--- src/rtl/hrp_pkg.sv ---
// ----------------------------------------------------------------------------
// hrp_pkg
// Shared types, constants and byte classes for the HTTP response header parser.
// ----------------------------------------------------------------------------
package hrp_pkg;

	// Width of the internal Content-Length accumulator (default)
	localparam int LENGTH_BITS_DEF = 31;
	// Width of the content_length result field
	localparam int OUT_LEN_W       = 31;
	localparam int STATUS_W        = 16;
	localparam int LIMIT_W         = 16;
	localparam logic [LIMIT_W-1:0] LIMIT_RESET = 16'd1024;

	// Characters of interest
	localparam logic [7:0] CH_CR    = 8'h0D;
	localparam logic [7:0] CH_LF    = 8'h0A;
	localparam logic [7:0] CH_SPACE = 8'h20;
	localparam logic [7:0] CH_TAB   = 8'h09;
	localparam logic [7:0] CH_ZERO  = 8'h30;

	// Last three bytes that, followed by LF, close the header
	localparam logic [23:0] HDR_END_TAIL = {CH_CR, CH_LF, CH_CR};

	// Length of the "Content-Length:" key
	localparam logic [3:0] KEY_LEN = 4'd15;

	typedef enum logic [2:0] {
		PH_LEAD   = 3'd0,
		PH_TOKEN  = 3'd1,
		PH_GAP    = 3'd2,
		PH_DIGITS = 3'd3,
		PH_REST   = 3'd4,
		PH_HEADER = 3'd5
	} phase_t;

	typedef enum logic [1:0] {
		LP_NONE   = 2'd0,
		LP_SPACE  = 2'd1,
		LP_DIGITS = 2'd2,
		LP_DONE   = 2'd3
	} len_phase_t;

	typedef enum logic [1:0] {
		OUT_DONE     = 2'd0,
		OUT_CLOSED   = 2'd1,
		OUT_TOO_LONG = 2'd2
	} outcome_t;

	// One result as produced by the parse core
	typedef struct packed {
		logic                  emit;
		logic [STATUS_W-1:0]   status_code;
		logic [OUT_LEN_W-1:0]  content_length;
		logic                  length_known;
		outcome_t              outcome;
	} hrp_result_t;

	// Character of the key at a given position
	function automatic logic [7:0] key_char(input logic [3:0] idx);
		logic [7:0] c;
		case (idx)
			4'd0:    c = "C";
			4'd1:    c = "o";
			4'd2:    c = "n";
			4'd3:    c = "t";
			4'd4:    c = "e";
			4'd5:    c = "n";
			4'd6:    c = "t";
			4'd7:    c = "-";
			4'd8:    c = "L";
			4'd9:    c = "e";
			4'd10:   c = "n";
			4'd11:   c = "g";
			4'd12:   c = "t";
			4'd13:   c = "h";
			4'd14:   c = ":";
			default: c = 8'h00;
		endcase
		return c;
	endfunction

	function automatic logic is_digit(input logic [7:0] b);
		return (b >= "0") && (b <= "9");
	endfunction

	// Space, tab, LF, VT, FF, CR
	function automatic logic is_white(input logic [7:0] b);
		return (b == CH_SPACE) || ((b >= 8'h09) && (b <= 8'h0D));
	endfunction

endpackage

--- src/rtl/hrp_parse_core.sv ---
// ----------------------------------------------------------------------------
// hrp_parse_core
// Running parse state of one response; updates on each beat taken from the
// input register and forms the result when the response ends.
// ----------------------------------------------------------------------------
module hrp_parse_core
	import hrp_pkg::*;
#(
	parameter int LENGTH_BITS = LENGTH_BITS_DEF
) (
	input  logic               clk,
	input  logic               arst_n,
	input  logic               beat_fire,
	input  logic [7:0]         data_byte_s1,
	input  logic               closed_s1,
	input  logic [LIMIT_W-1:0] limit,
	output hrp_result_t        result
);

	localparam int WIDE = (LENGTH_BITS > OUT_LEN_W) ? LENGTH_BITS : OUT_LEN_W;

	phase_t                   phase_q,     phase_d;
	logic [23:0]              recent_q,    recent_d;
	logic [STATUS_W-1:0]      status_q,    status_d;
	logic [3:0]               match_q,     match_d;
	len_phase_t               lphase_q,    lphase_d;
	logic [LENGTH_BITS-1:0]   length_q,    length_d;
	logic [LIMIT_W-1:0]       seen_q,      seen_d;

	logic [7:0]               b;
	logic [3:0]               digit;
	logic [STATUS_W+3:0]      status_x10;
	logic [STATUS_W-1:0]      status_next;
	logic [LENGTH_BITS+3:0]   length_x10;
	logic [LENGTH_BITS-1:0]   length_next;
	logic [WIDE-1:0]          acc_wide;
	logic [WIDE-1:0]          max_wide;
	logic [OUT_LEN_W-1:0]     len_out;

	assign b     = data_byte_s1;
	assign digit = 4'(b - CH_ZERO);

	// Decimal accumulate with saturation
	always_comb begin
		status_x10 = ({4'b0, status_q} << 3) + ({4'b0, status_q} << 1)
			+ (STATUS_W+4)'(digit);
		status_next = (status_x10 > (STATUS_W+4)'({STATUS_W{1'b1}}))
			? {STATUS_W{1'b1}} : status_x10[STATUS_W-1:0];
		length_x10 = ({4'b0, length_q} << 3) + ({4'b0, length_q} << 1)
			+ (LENGTH_BITS+4)'(digit);
		length_next = (length_x10 > (LENGTH_BITS+4)'({LENGTH_BITS{1'b1}}))
			? {LENGTH_BITS{1'b1}} : length_x10[LENGTH_BITS-1:0];
	end

	// Clamp the accumulator to the result field
	always_comb begin
		acc_wide = WIDE'(length_q);
		max_wide = WIDE'({OUT_LEN_W{1'b1}});
		len_out  = (acc_wide > max_wide) ? OUT_LEN_W'(max_wide) : OUT_LEN_W'(acc_wide);
	end

	// Next state and result for the beat in the input register
	always_comb begin
		phase_d  = phase_q;
		recent_d = recent_q;
		status_d = status_q;
		match_d  = match_q;
		lphase_d = lphase_q;
		length_d = length_q;
		seen_d   = seen_q;

		result.emit           = 1'b0;
		result.outcome        = OUT_DONE;
		result.status_code    = (phase_q == PH_HEADER) ? status_q : '0;
		result.content_length = '0;
		result.length_known   = 1'b0;

		if (closed_s1) begin
			result.emit    = 1'b1;
			result.outcome = OUT_CLOSED;
		end else if (seen_q >= limit) begin
			result.emit    = 1'b1;
			result.outcome = OUT_TOO_LONG;
		end else if (phase_q == PH_HEADER && recent_q == HDR_END_TAIL && b == CH_LF) begin
			result.emit           = 1'b1;
			result.outcome        = OUT_DONE;
			result.length_known   = (lphase_q != LP_NONE);
			result.content_length = (lphase_q != LP_NONE) ? len_out : '0;
		end else begin
			seen_d   = seen_q + LIMIT_W'(1);
			recent_d = {recent_q[15:0], b};
			if (phase_q == PH_HEADER) begin
				// Header lines: find the key, then read its value
				case (lphase_q)
					LP_DIGITS: begin
						if (is_digit(b)) length_d = length_next;
						else lphase_d = LP_DONE;
					end
					LP_SPACE: begin
						if (is_digit(b)) begin
							length_d = length_next;
							lphase_d = LP_DIGITS;
						end else if (b != CH_SPACE && b != CH_TAB) begin
							lphase_d = LP_DONE;
						end
					end
					LP_NONE: begin
						if (match_q < KEY_LEN && b == key_char(match_q)) begin
							match_d = match_q + 4'd1;
						end else begin
							match_d = (b == key_char(4'd0)) ? 4'd1 : 4'd0;
						end
						if (match_d >= KEY_LEN) begin
							match_d  = 4'd0;
							lphase_d = LP_SPACE;
						end
					end
					default: begin
					end
				endcase
			end else if (recent_q[7:0] == CH_CR && b == CH_LF) begin
				phase_d = PH_HEADER;
			end else begin
				// Status line: skip token, read code
				case (phase_q)
					PH_LEAD:   if (!is_white(b)) phase_d = PH_TOKEN;
					PH_TOKEN:  if (is_white(b)) phase_d = PH_GAP;
					PH_GAP: begin
						if (is_digit(b)) begin
							status_d = status_next;
							phase_d  = PH_DIGITS;
						end else if (!is_white(b)) begin
							phase_d = PH_REST;
						end
					end
					PH_DIGITS: begin
						if (is_digit(b)) status_d = status_next;
						else phase_d = PH_REST;
					end
					default: begin
					end
				endcase
			end
		end

		// Clear for the next response
		if (result.emit) begin
			phase_d  = PH_LEAD;
			recent_d = '0;
			status_d = '0;
			match_d  = '0;
			lphase_d = LP_NONE;
			length_d = '0;
			seen_d   = '0;
		end
	end

	// Hold state unless a beat advances
	always_ff @(posedge clk or negedge arst_n) begin
		if (!arst_n) begin
			phase_q  <= PH_LEAD;
			recent_q <= '0;
			status_q <= '0;
			match_q  <= '0;
			lphase_q <= LP_NONE;
			length_q <= '0;
			seen_q   <= '0;
		end else if (beat_fire) begin
			phase_q  <= phase_d;
			recent_q <= recent_d;
			status_q <= status_d;
			match_q  <= match_d;
			lphase_q <= lphase_d;
			length_q <= length_d;
			seen_q   <= seen_d;
		end
	end

endmodule

--- src/rtl/http_response_header_parser.sv ---
// ----------------------------------------------------------------------------
// http_response_header_parser
// Byte-wide HTTP response header parser: status code, Content-Length and an
// outcome per response.
//
// Channel  Dir  Handshake            Payload
// in       in   in_valid/in_ready    data_byte[7:0], closed
// out      out  out_valid/out_ready  status_code[15:0], content_length[30:0],
//                                    length_known, outcome[1:0]
// cfg      in   cfg_wr_en            cfg_wr_data[15:0] (header_byte_limit)
//
// One byte per cycle sustained. A beat is taken into the input register; as it
// leaves that register, the parse state and, for a beat that ends a response,
// the output register update together, so a result is offered from the output
// register. The input stalls only when a beat that ends a response meets a
// full output register that is not being taken.
// Reset clears the parse state and sets the byte limit to 1024.
// ----------------------------------------------------------------------------
module http_response_header_parser
	import hrp_pkg::*;
#(
	parameter int LENGTH_BITS = LENGTH_BITS_DEF
) (
	input  logic                 clk,
	input  logic                 arst_n,
	input  logic                 in_valid,
	output logic                 in_ready,
	input  logic [7:0]           data_byte,
	input  logic                 closed,
	output logic                 out_valid,
	input  logic                 out_ready,
	output logic [STATUS_W-1:0]  status_code,
	output logic [OUT_LEN_W-1:0] content_length,
	output logic                 length_known,
	output logic [1:0]           outcome,
	input  logic                 cfg_wr_en,
	input  logic [LIMIT_W-1:0]   cfg_wr_data
);

	logic [LIMIT_W-1:0] limit_q;
	logic               valid_s1;
	logic [7:0]         data_byte_s1;
	logic               closed_s1;
	logic               beat_fire;
	hrp_result_t        result;
	logic               out_valid_q;
	hrp_result_t        out_q;

	// Byte limit register
	always_ff @(posedge clk or negedge arst_n) begin
		if (!arst_n) begin
			limit_q <= LIMIT_RESET;
		end else if (cfg_wr_en) begin
			limit_q <= cfg_wr_data;
		end
	end

	// Advance the input register unless its result cannot be stored
	assign beat_fire = valid_s1 && (!result.emit || !out_valid_q || out_ready);
	assign in_ready  = !valid_s1 || beat_fire;

	always_ff @(posedge clk or negedge arst_n) begin
		if (!arst_n) begin
			valid_s1 <= 1'b0;
		end else if (in_ready) begin
			valid_s1 <= in_valid;
		end
	end

	always_ff @(posedge clk) begin
		if (in_ready && in_valid) begin
			data_byte_s1 <= data_byte;
			closed_s1    <= closed;
		end
	end

	hrp_parse_core #(
		.LENGTH_BITS (LENGTH_BITS)
	) u_core (
		.clk          (clk),
		.arst_n       (arst_n),
		.beat_fire    (beat_fire),
		.data_byte_s1 (data_byte_s1),
		.closed_s1    (closed_s1),
		.limit        (limit_q),
		.result       (result)
	);

	// Output register: load a result, drop it once taken
	always_ff @(posedge clk or negedge arst_n) begin
		if (!arst_n) begin
			out_valid_q <= 1'b0;
		end else if (beat_fire && result.emit) begin
			out_valid_q <= 1'b1;
		end else if (out_ready) begin
			out_valid_q <= 1'b0;
		end
	end

	always_ff @(posedge clk) begin
		if (beat_fire && result.emit) begin
			out_q <= result;
		end
	end

	assign out_valid      = out_valid_q;
	assign status_code    = out_q.status_code;
	assign content_length = out_q.content_length;
	assign length_known   = out_q.length_known;
	assign outcome        = out_q.outcome;

`ifndef ASSERT_OFF
	// A stall means both registers hold a beat
	a_stall_full: assert property (@(posedge clk) disable iff (!arst_n)
		!in_ready |-> (valid_s1 && out_valid_q))
		else $error("input stalled without a full pipeline");

	// An accepted beat lands in the input register
	a_accept_s1: assert property (@(posedge clk) disable iff (!arst_n)
		(in_valid && in_ready) |=> valid_s1)
		else $error("accepted beat lost");

	// A known length only comes with a complete header
	a_known_done: assert property (@(posedge clk) disable iff (!arst_n)
		(out_valid && length_known) |-> (outcome == OUT_DONE))
		else $error("length known on an aborted response");

	// Aborted responses carry no length
	a_abort_len: assert property (@(posedge clk) disable iff (!arst_n)
		(out_valid && outcome != OUT_DONE) |-> (content_length == '0))
		else $error("length reported on an aborted response");
`endif

endmodule

--- config.mk ---
export PLATFORM = sky130hd
export DESIGN_NAME = http_response_header_parser
export DESIGN_NICKNAME = d
export VERILOG_FILES = /design/src/rtl/hrp_pkg.sv /design/src/rtl/hrp_parse_core.sv /design/src/rtl/http_response_header_parser.sv
export SDC_FILE = /design/constraint.sdc
export NUM_CORES = 1
export LEC_CHECK = 0
export BUFFER_PORTS_ARGS = -buffer_cell sky130_fd_sc_hd__buf_4
export CORE_MARGIN = 8
export CORE_UTILIZATION = 50
export DETAILED_ROUTE_END_ITERATION = 8
export PLACE_DENSITY = 0.68
export SKIP_CTS_REPAIR_TIMING = 1
export SKIP_LAST_GASP = 1
export SYNTH_ARGS = -nofsm -noshare
export SYNTH_HDL_FRONTEND = slang
export SYNTH_SLANG_ARGS = --single-unit
export TNS_END_PERCENT = 1
--- constraint.sdc ---
create_clock -name clk -period 5.5 [get_ports clk]
set_input_delay 1.1 -clock clk [delete_from_list [all_inputs] [get_ports clk]]
set_output_delay 1.1 -clock clk [all_outputs]
set_load 0.03 [all_outputs]
==> results.json <==
{
  "drc": 0,
  "vias": 8497,
  "drive_gt1_share_pct": 13.0,
  "wl_um": 25200,
  "cts_max_level": 4,
  "final_common_cell": "ha_1",
  "diodes": 0,
  "required_ns": 5.75,
  "synth-main-ff-cell": "dfrtp_1",
  "status": "finished clean",
  "synthesis.nets": 1218,
  "cts_tree": "done",
  "cpMaxStageDelayCell": "fa_1",
  "die_area_um2": 27000,
  "syn_area_per_cell_um2": 10.3,
  "cts.sinks": 173,
  "ant_nets": 0,
  "antenna_found_initial": 0,
  "grt_max_degree": 61,
  "place_congestion": 0.877,
  "final_area_um2": 12300,
  "fp.dieH_um": 164,
  "first_iter_violations": 458,
  "core_um2": 21700,
  "grt_use_total_pct": 19.2,
  "timing.final.crit_period_ns": 4.02,
  "criticalPathCategory": "reg2reg",
  "worstPathMaxFanout": 23,
  "maxCapViolations": 0,
  "post_dp_cell_area_um2": 11800,
  "slew_headroom_pct": 18.0,
  "ys_seq_area_share_pct": 42.1,
  "nNetsFinal": 1277,
  "fin_worst_skew_ns": 0.0148,
  "async_reset_ff_share_pct": 65.9,
  "drt_pass1_iterations": 6,
  "crit_path_start_kind": "flop",
  "worstMarginPinSlew_ns": 1.22,
  "final_cell_mix": "116 x ha_1, 113 x dfrtp_1, 92 x buf_4",
  "fmax_mhz": 249,
  "drv_slew": 0,
  "worstSkewPairLatency_ns": 0.43,
  "path_buf_inv": 3,
  "ys_warn_count": 0,
  "synth_seq_cells": 173,
  "path_cells": "inv_1 -> fa_1 -> inv_1 -> ha_1 -> a211oi_1 -> o21ai_0 -> nand3_1 -> nand2_1 -> a211oi_1 -> xnor2_1 -> o31ai_4 -> buf_4 -> o221ai_1",
  "clk_pin_slew_worst_paths_ns": 0.07,
  "synthDistinctLibCells": 84,
  "hold_class": "reg2reg",
  "gr-total-overflow": 0,
  "cts_buffers": 17,
  "fin_crit_sh_pct": 73.1,
  "setup_viol": 0,
  "num_rows": 54,
  "powerDensity_nw_per_um2": 246,
  "grt_first_pass_wirelength_um": 42000,
  "boundaryPins": 82,
  "cpPeakStageDelay_ns": 0.61,
  "fin_util_pct": 56.9,
  "cp-end-kind": "flop",
  "io_buffers": 81,
  "cts_root_buffer": "clkbuf_16",
  "p_leak_nw": 5.81,
  "initial_core_util_pct": 50.7,
  "area_delta_synth_final_pct": 12.3,
  "post-place-ws_ns": 1.49,
  "final.setup.tns_ns": 0,
  "vdd_drop_max_mv": 0.208,
  "arrival_ns": 4.27,
  "die_x_um": 164,
  "reg2reg_slack_ns": 1.48,
  "cts_max_path_buffers": 2,
  "hpwl_um": 18200,
  "grt_pass1_vias": 8400,
  "vias_per_cell": 5.98,
  "hold_slack_ns": 0.500,
  "synth_edf_count": 59,
  "wire_per_inst_um": 17.8,
  "setup_slack_ns": 1.48,
  "critical-path-top-delay-family": "compound AO/OA/AOI/OAI gates",
  "syn_area_um2": 11000,
  "finalHoldViolations": 0,
  "rsz0062_at_grt": "no",
  "synthCells": 1068
}
worst paths after layout:
kind | startpoint | endpoint | cells past startpoint
worst max-delay path | data_byte_s1[3]$_DFFE_PP_ | u_core.acc_wide[10]$_DFFE_PN0P_ | 13
worst min-delay path | u_core.recent_q[16]$_DFFE_PN0P_ | u_core.recent_q[16]$_DFFE_PN0P_ | 1
worst max register to register | data_byte_s1[3]$_DFFE_PP_ | u_core.acc_wide[10]$_DFFE_PN0P_ | 13
worst min register to register | u_core.recent_q[16]$_DFFE_PN0P_ | u_core.recent_q[16]$_DFFE_PN0P_ | 1
max in group asynchronous | arst_n | u_core.acc_wide[7]$_DFFE_PN0P_ | 2
min in group asynchronous | arst_n | u_core.status_q[12]$_DFFE_PN0P_ | 1
cell families (layout without fill, tap and decap cells):
family	after synthesis	count (layout)	share of synthesized area (%)
compound gates	297	297	19.7
xor+xnor	41	41	3.34
fa+ha+maj	120	120	13.9
buf+inv	118	190	4.44
flops	173	173	42.1
mux	11	11	1.02
simple gates	308	308	15.5
report_power, final:
| group | switching (mW) | leakage (nW) | internal (mW) |
|---|---|---|---|
| clock | 0.525 | 0.260 | 0.622 |
| combinational | 0.264 | 3.44 | 0.145 |
| sequential | 0.0627 | 2.11 | 1.41 |
| total | 0.852 | 5.81 | 2.18 |
cell type report:
cell class              count  area, um^2
clock buffers              18         429
clock inverters            14         119
fillers                  1880        9350
inverters                  66         248
multi-input cells         777        5880
flip-flops and latches    173        4630
well taps                 280         350
repair buffers             92         691
flip-flops by register name, indices dropped and copies added, names as in the netlist:
signal and flops:
u_core.phase_q 3, data_byte_s1 8, u_core.match_q 4, u_core.recent_q 24
u_core.status_q 16, content_length 31, u_core.acc_wide 31, valid_s1 1
closed_s1 1, u_core.lphase_q 2, length_known 1, limit_q 16
outcome 2, u_core.seen_q 16, status_code 16, out_valid 1
through the flow:
step / total power, mW / cells
after detailed placement: 1.91 / 1388
after floorplan: 1.76 / 1068
after CTS: 3.07 / 1420
final: 3.03 / 1420
after global routing: 3.16 / 1420
after global placement: 1.90 / 1388
worst reg2reg max path, delay by kind of cell, from the launching register on:
| kind | cells | cell delay (ns) |
|---|---|---|
| AO/OA/AOI/OAI | 5 | 1.26 |
| adder cells (fa/ha/maj) | 2 | 0.91 |
| flip-flops | 1 | 0.57 |
| buffers and inverters | 3 | 0.51 |
| AND/OR/NAND/NOR | 2 | 0.31 |
| XOR/XNOR | 1 | 0.29 |
metal layers:
metal / part of all wire, % / vias to the layer above / track usage, %
li1: - / 4166 / -
met1: 46 / 4117 / 25.6
met2: 48 / 183 / 31.6
met3: 4.4 / 31 / 3.23
met4: 1.5 / 0 / 5.25
met5: 0 / - / 0
cell usage after synthesis (5+ instances only):
cell / n / share of area (%)
a211o_1: 5 / 0.40
a211oi_1: 9 / 0.61
a21o_1: 21 / 1.4
a21oi_1: 45 / 2.0
a221o_1: 16 / 1.5
a22o_1: 30 / 2.4
a31oi_1: 11 / 0.63
a41oi_1: 5 / 0.40
and2_1: 28 / 1.6
and3_1: 21 / 1.2
buf_2: 16 / 0.73
clkbuf_1: 28 / 0.96
dfrtp_1: 113 / 26
edfxtp_1: 59 / 16
ha_1: 116 / 13
inv_1: 65 / 2.2
mux2i_1: 9 / 0.82
nand2_1: 74 / 2.5
nand2b_1: 10 / 0.57
nand3_1: 23 / 1.0
nand4_1: 8 / 0.46
nor2_1: 30 / 1.0
nor2b_1: 9 / 0.51
nor3_1: 26 / 1.2
nor4_1: 42 / 2.4
o211ai_1: 13 / 0.89
o21a_1: 11 / 0.75
o21ai_0: 46 / 2.1
o21ai_1: 9 / 0.41
o21bai_1: 5 / 0.34
o221ai_1: 19 / 1.5
o2bb2ai_1: 12 / 0.96
o31ai_1: 8 / 0.55
or3_1: 7 / 0.40
xnor2_1: 21 / 1.7
xor2_1: 19 / 1.5
Power figures use the tool's default switching activity.
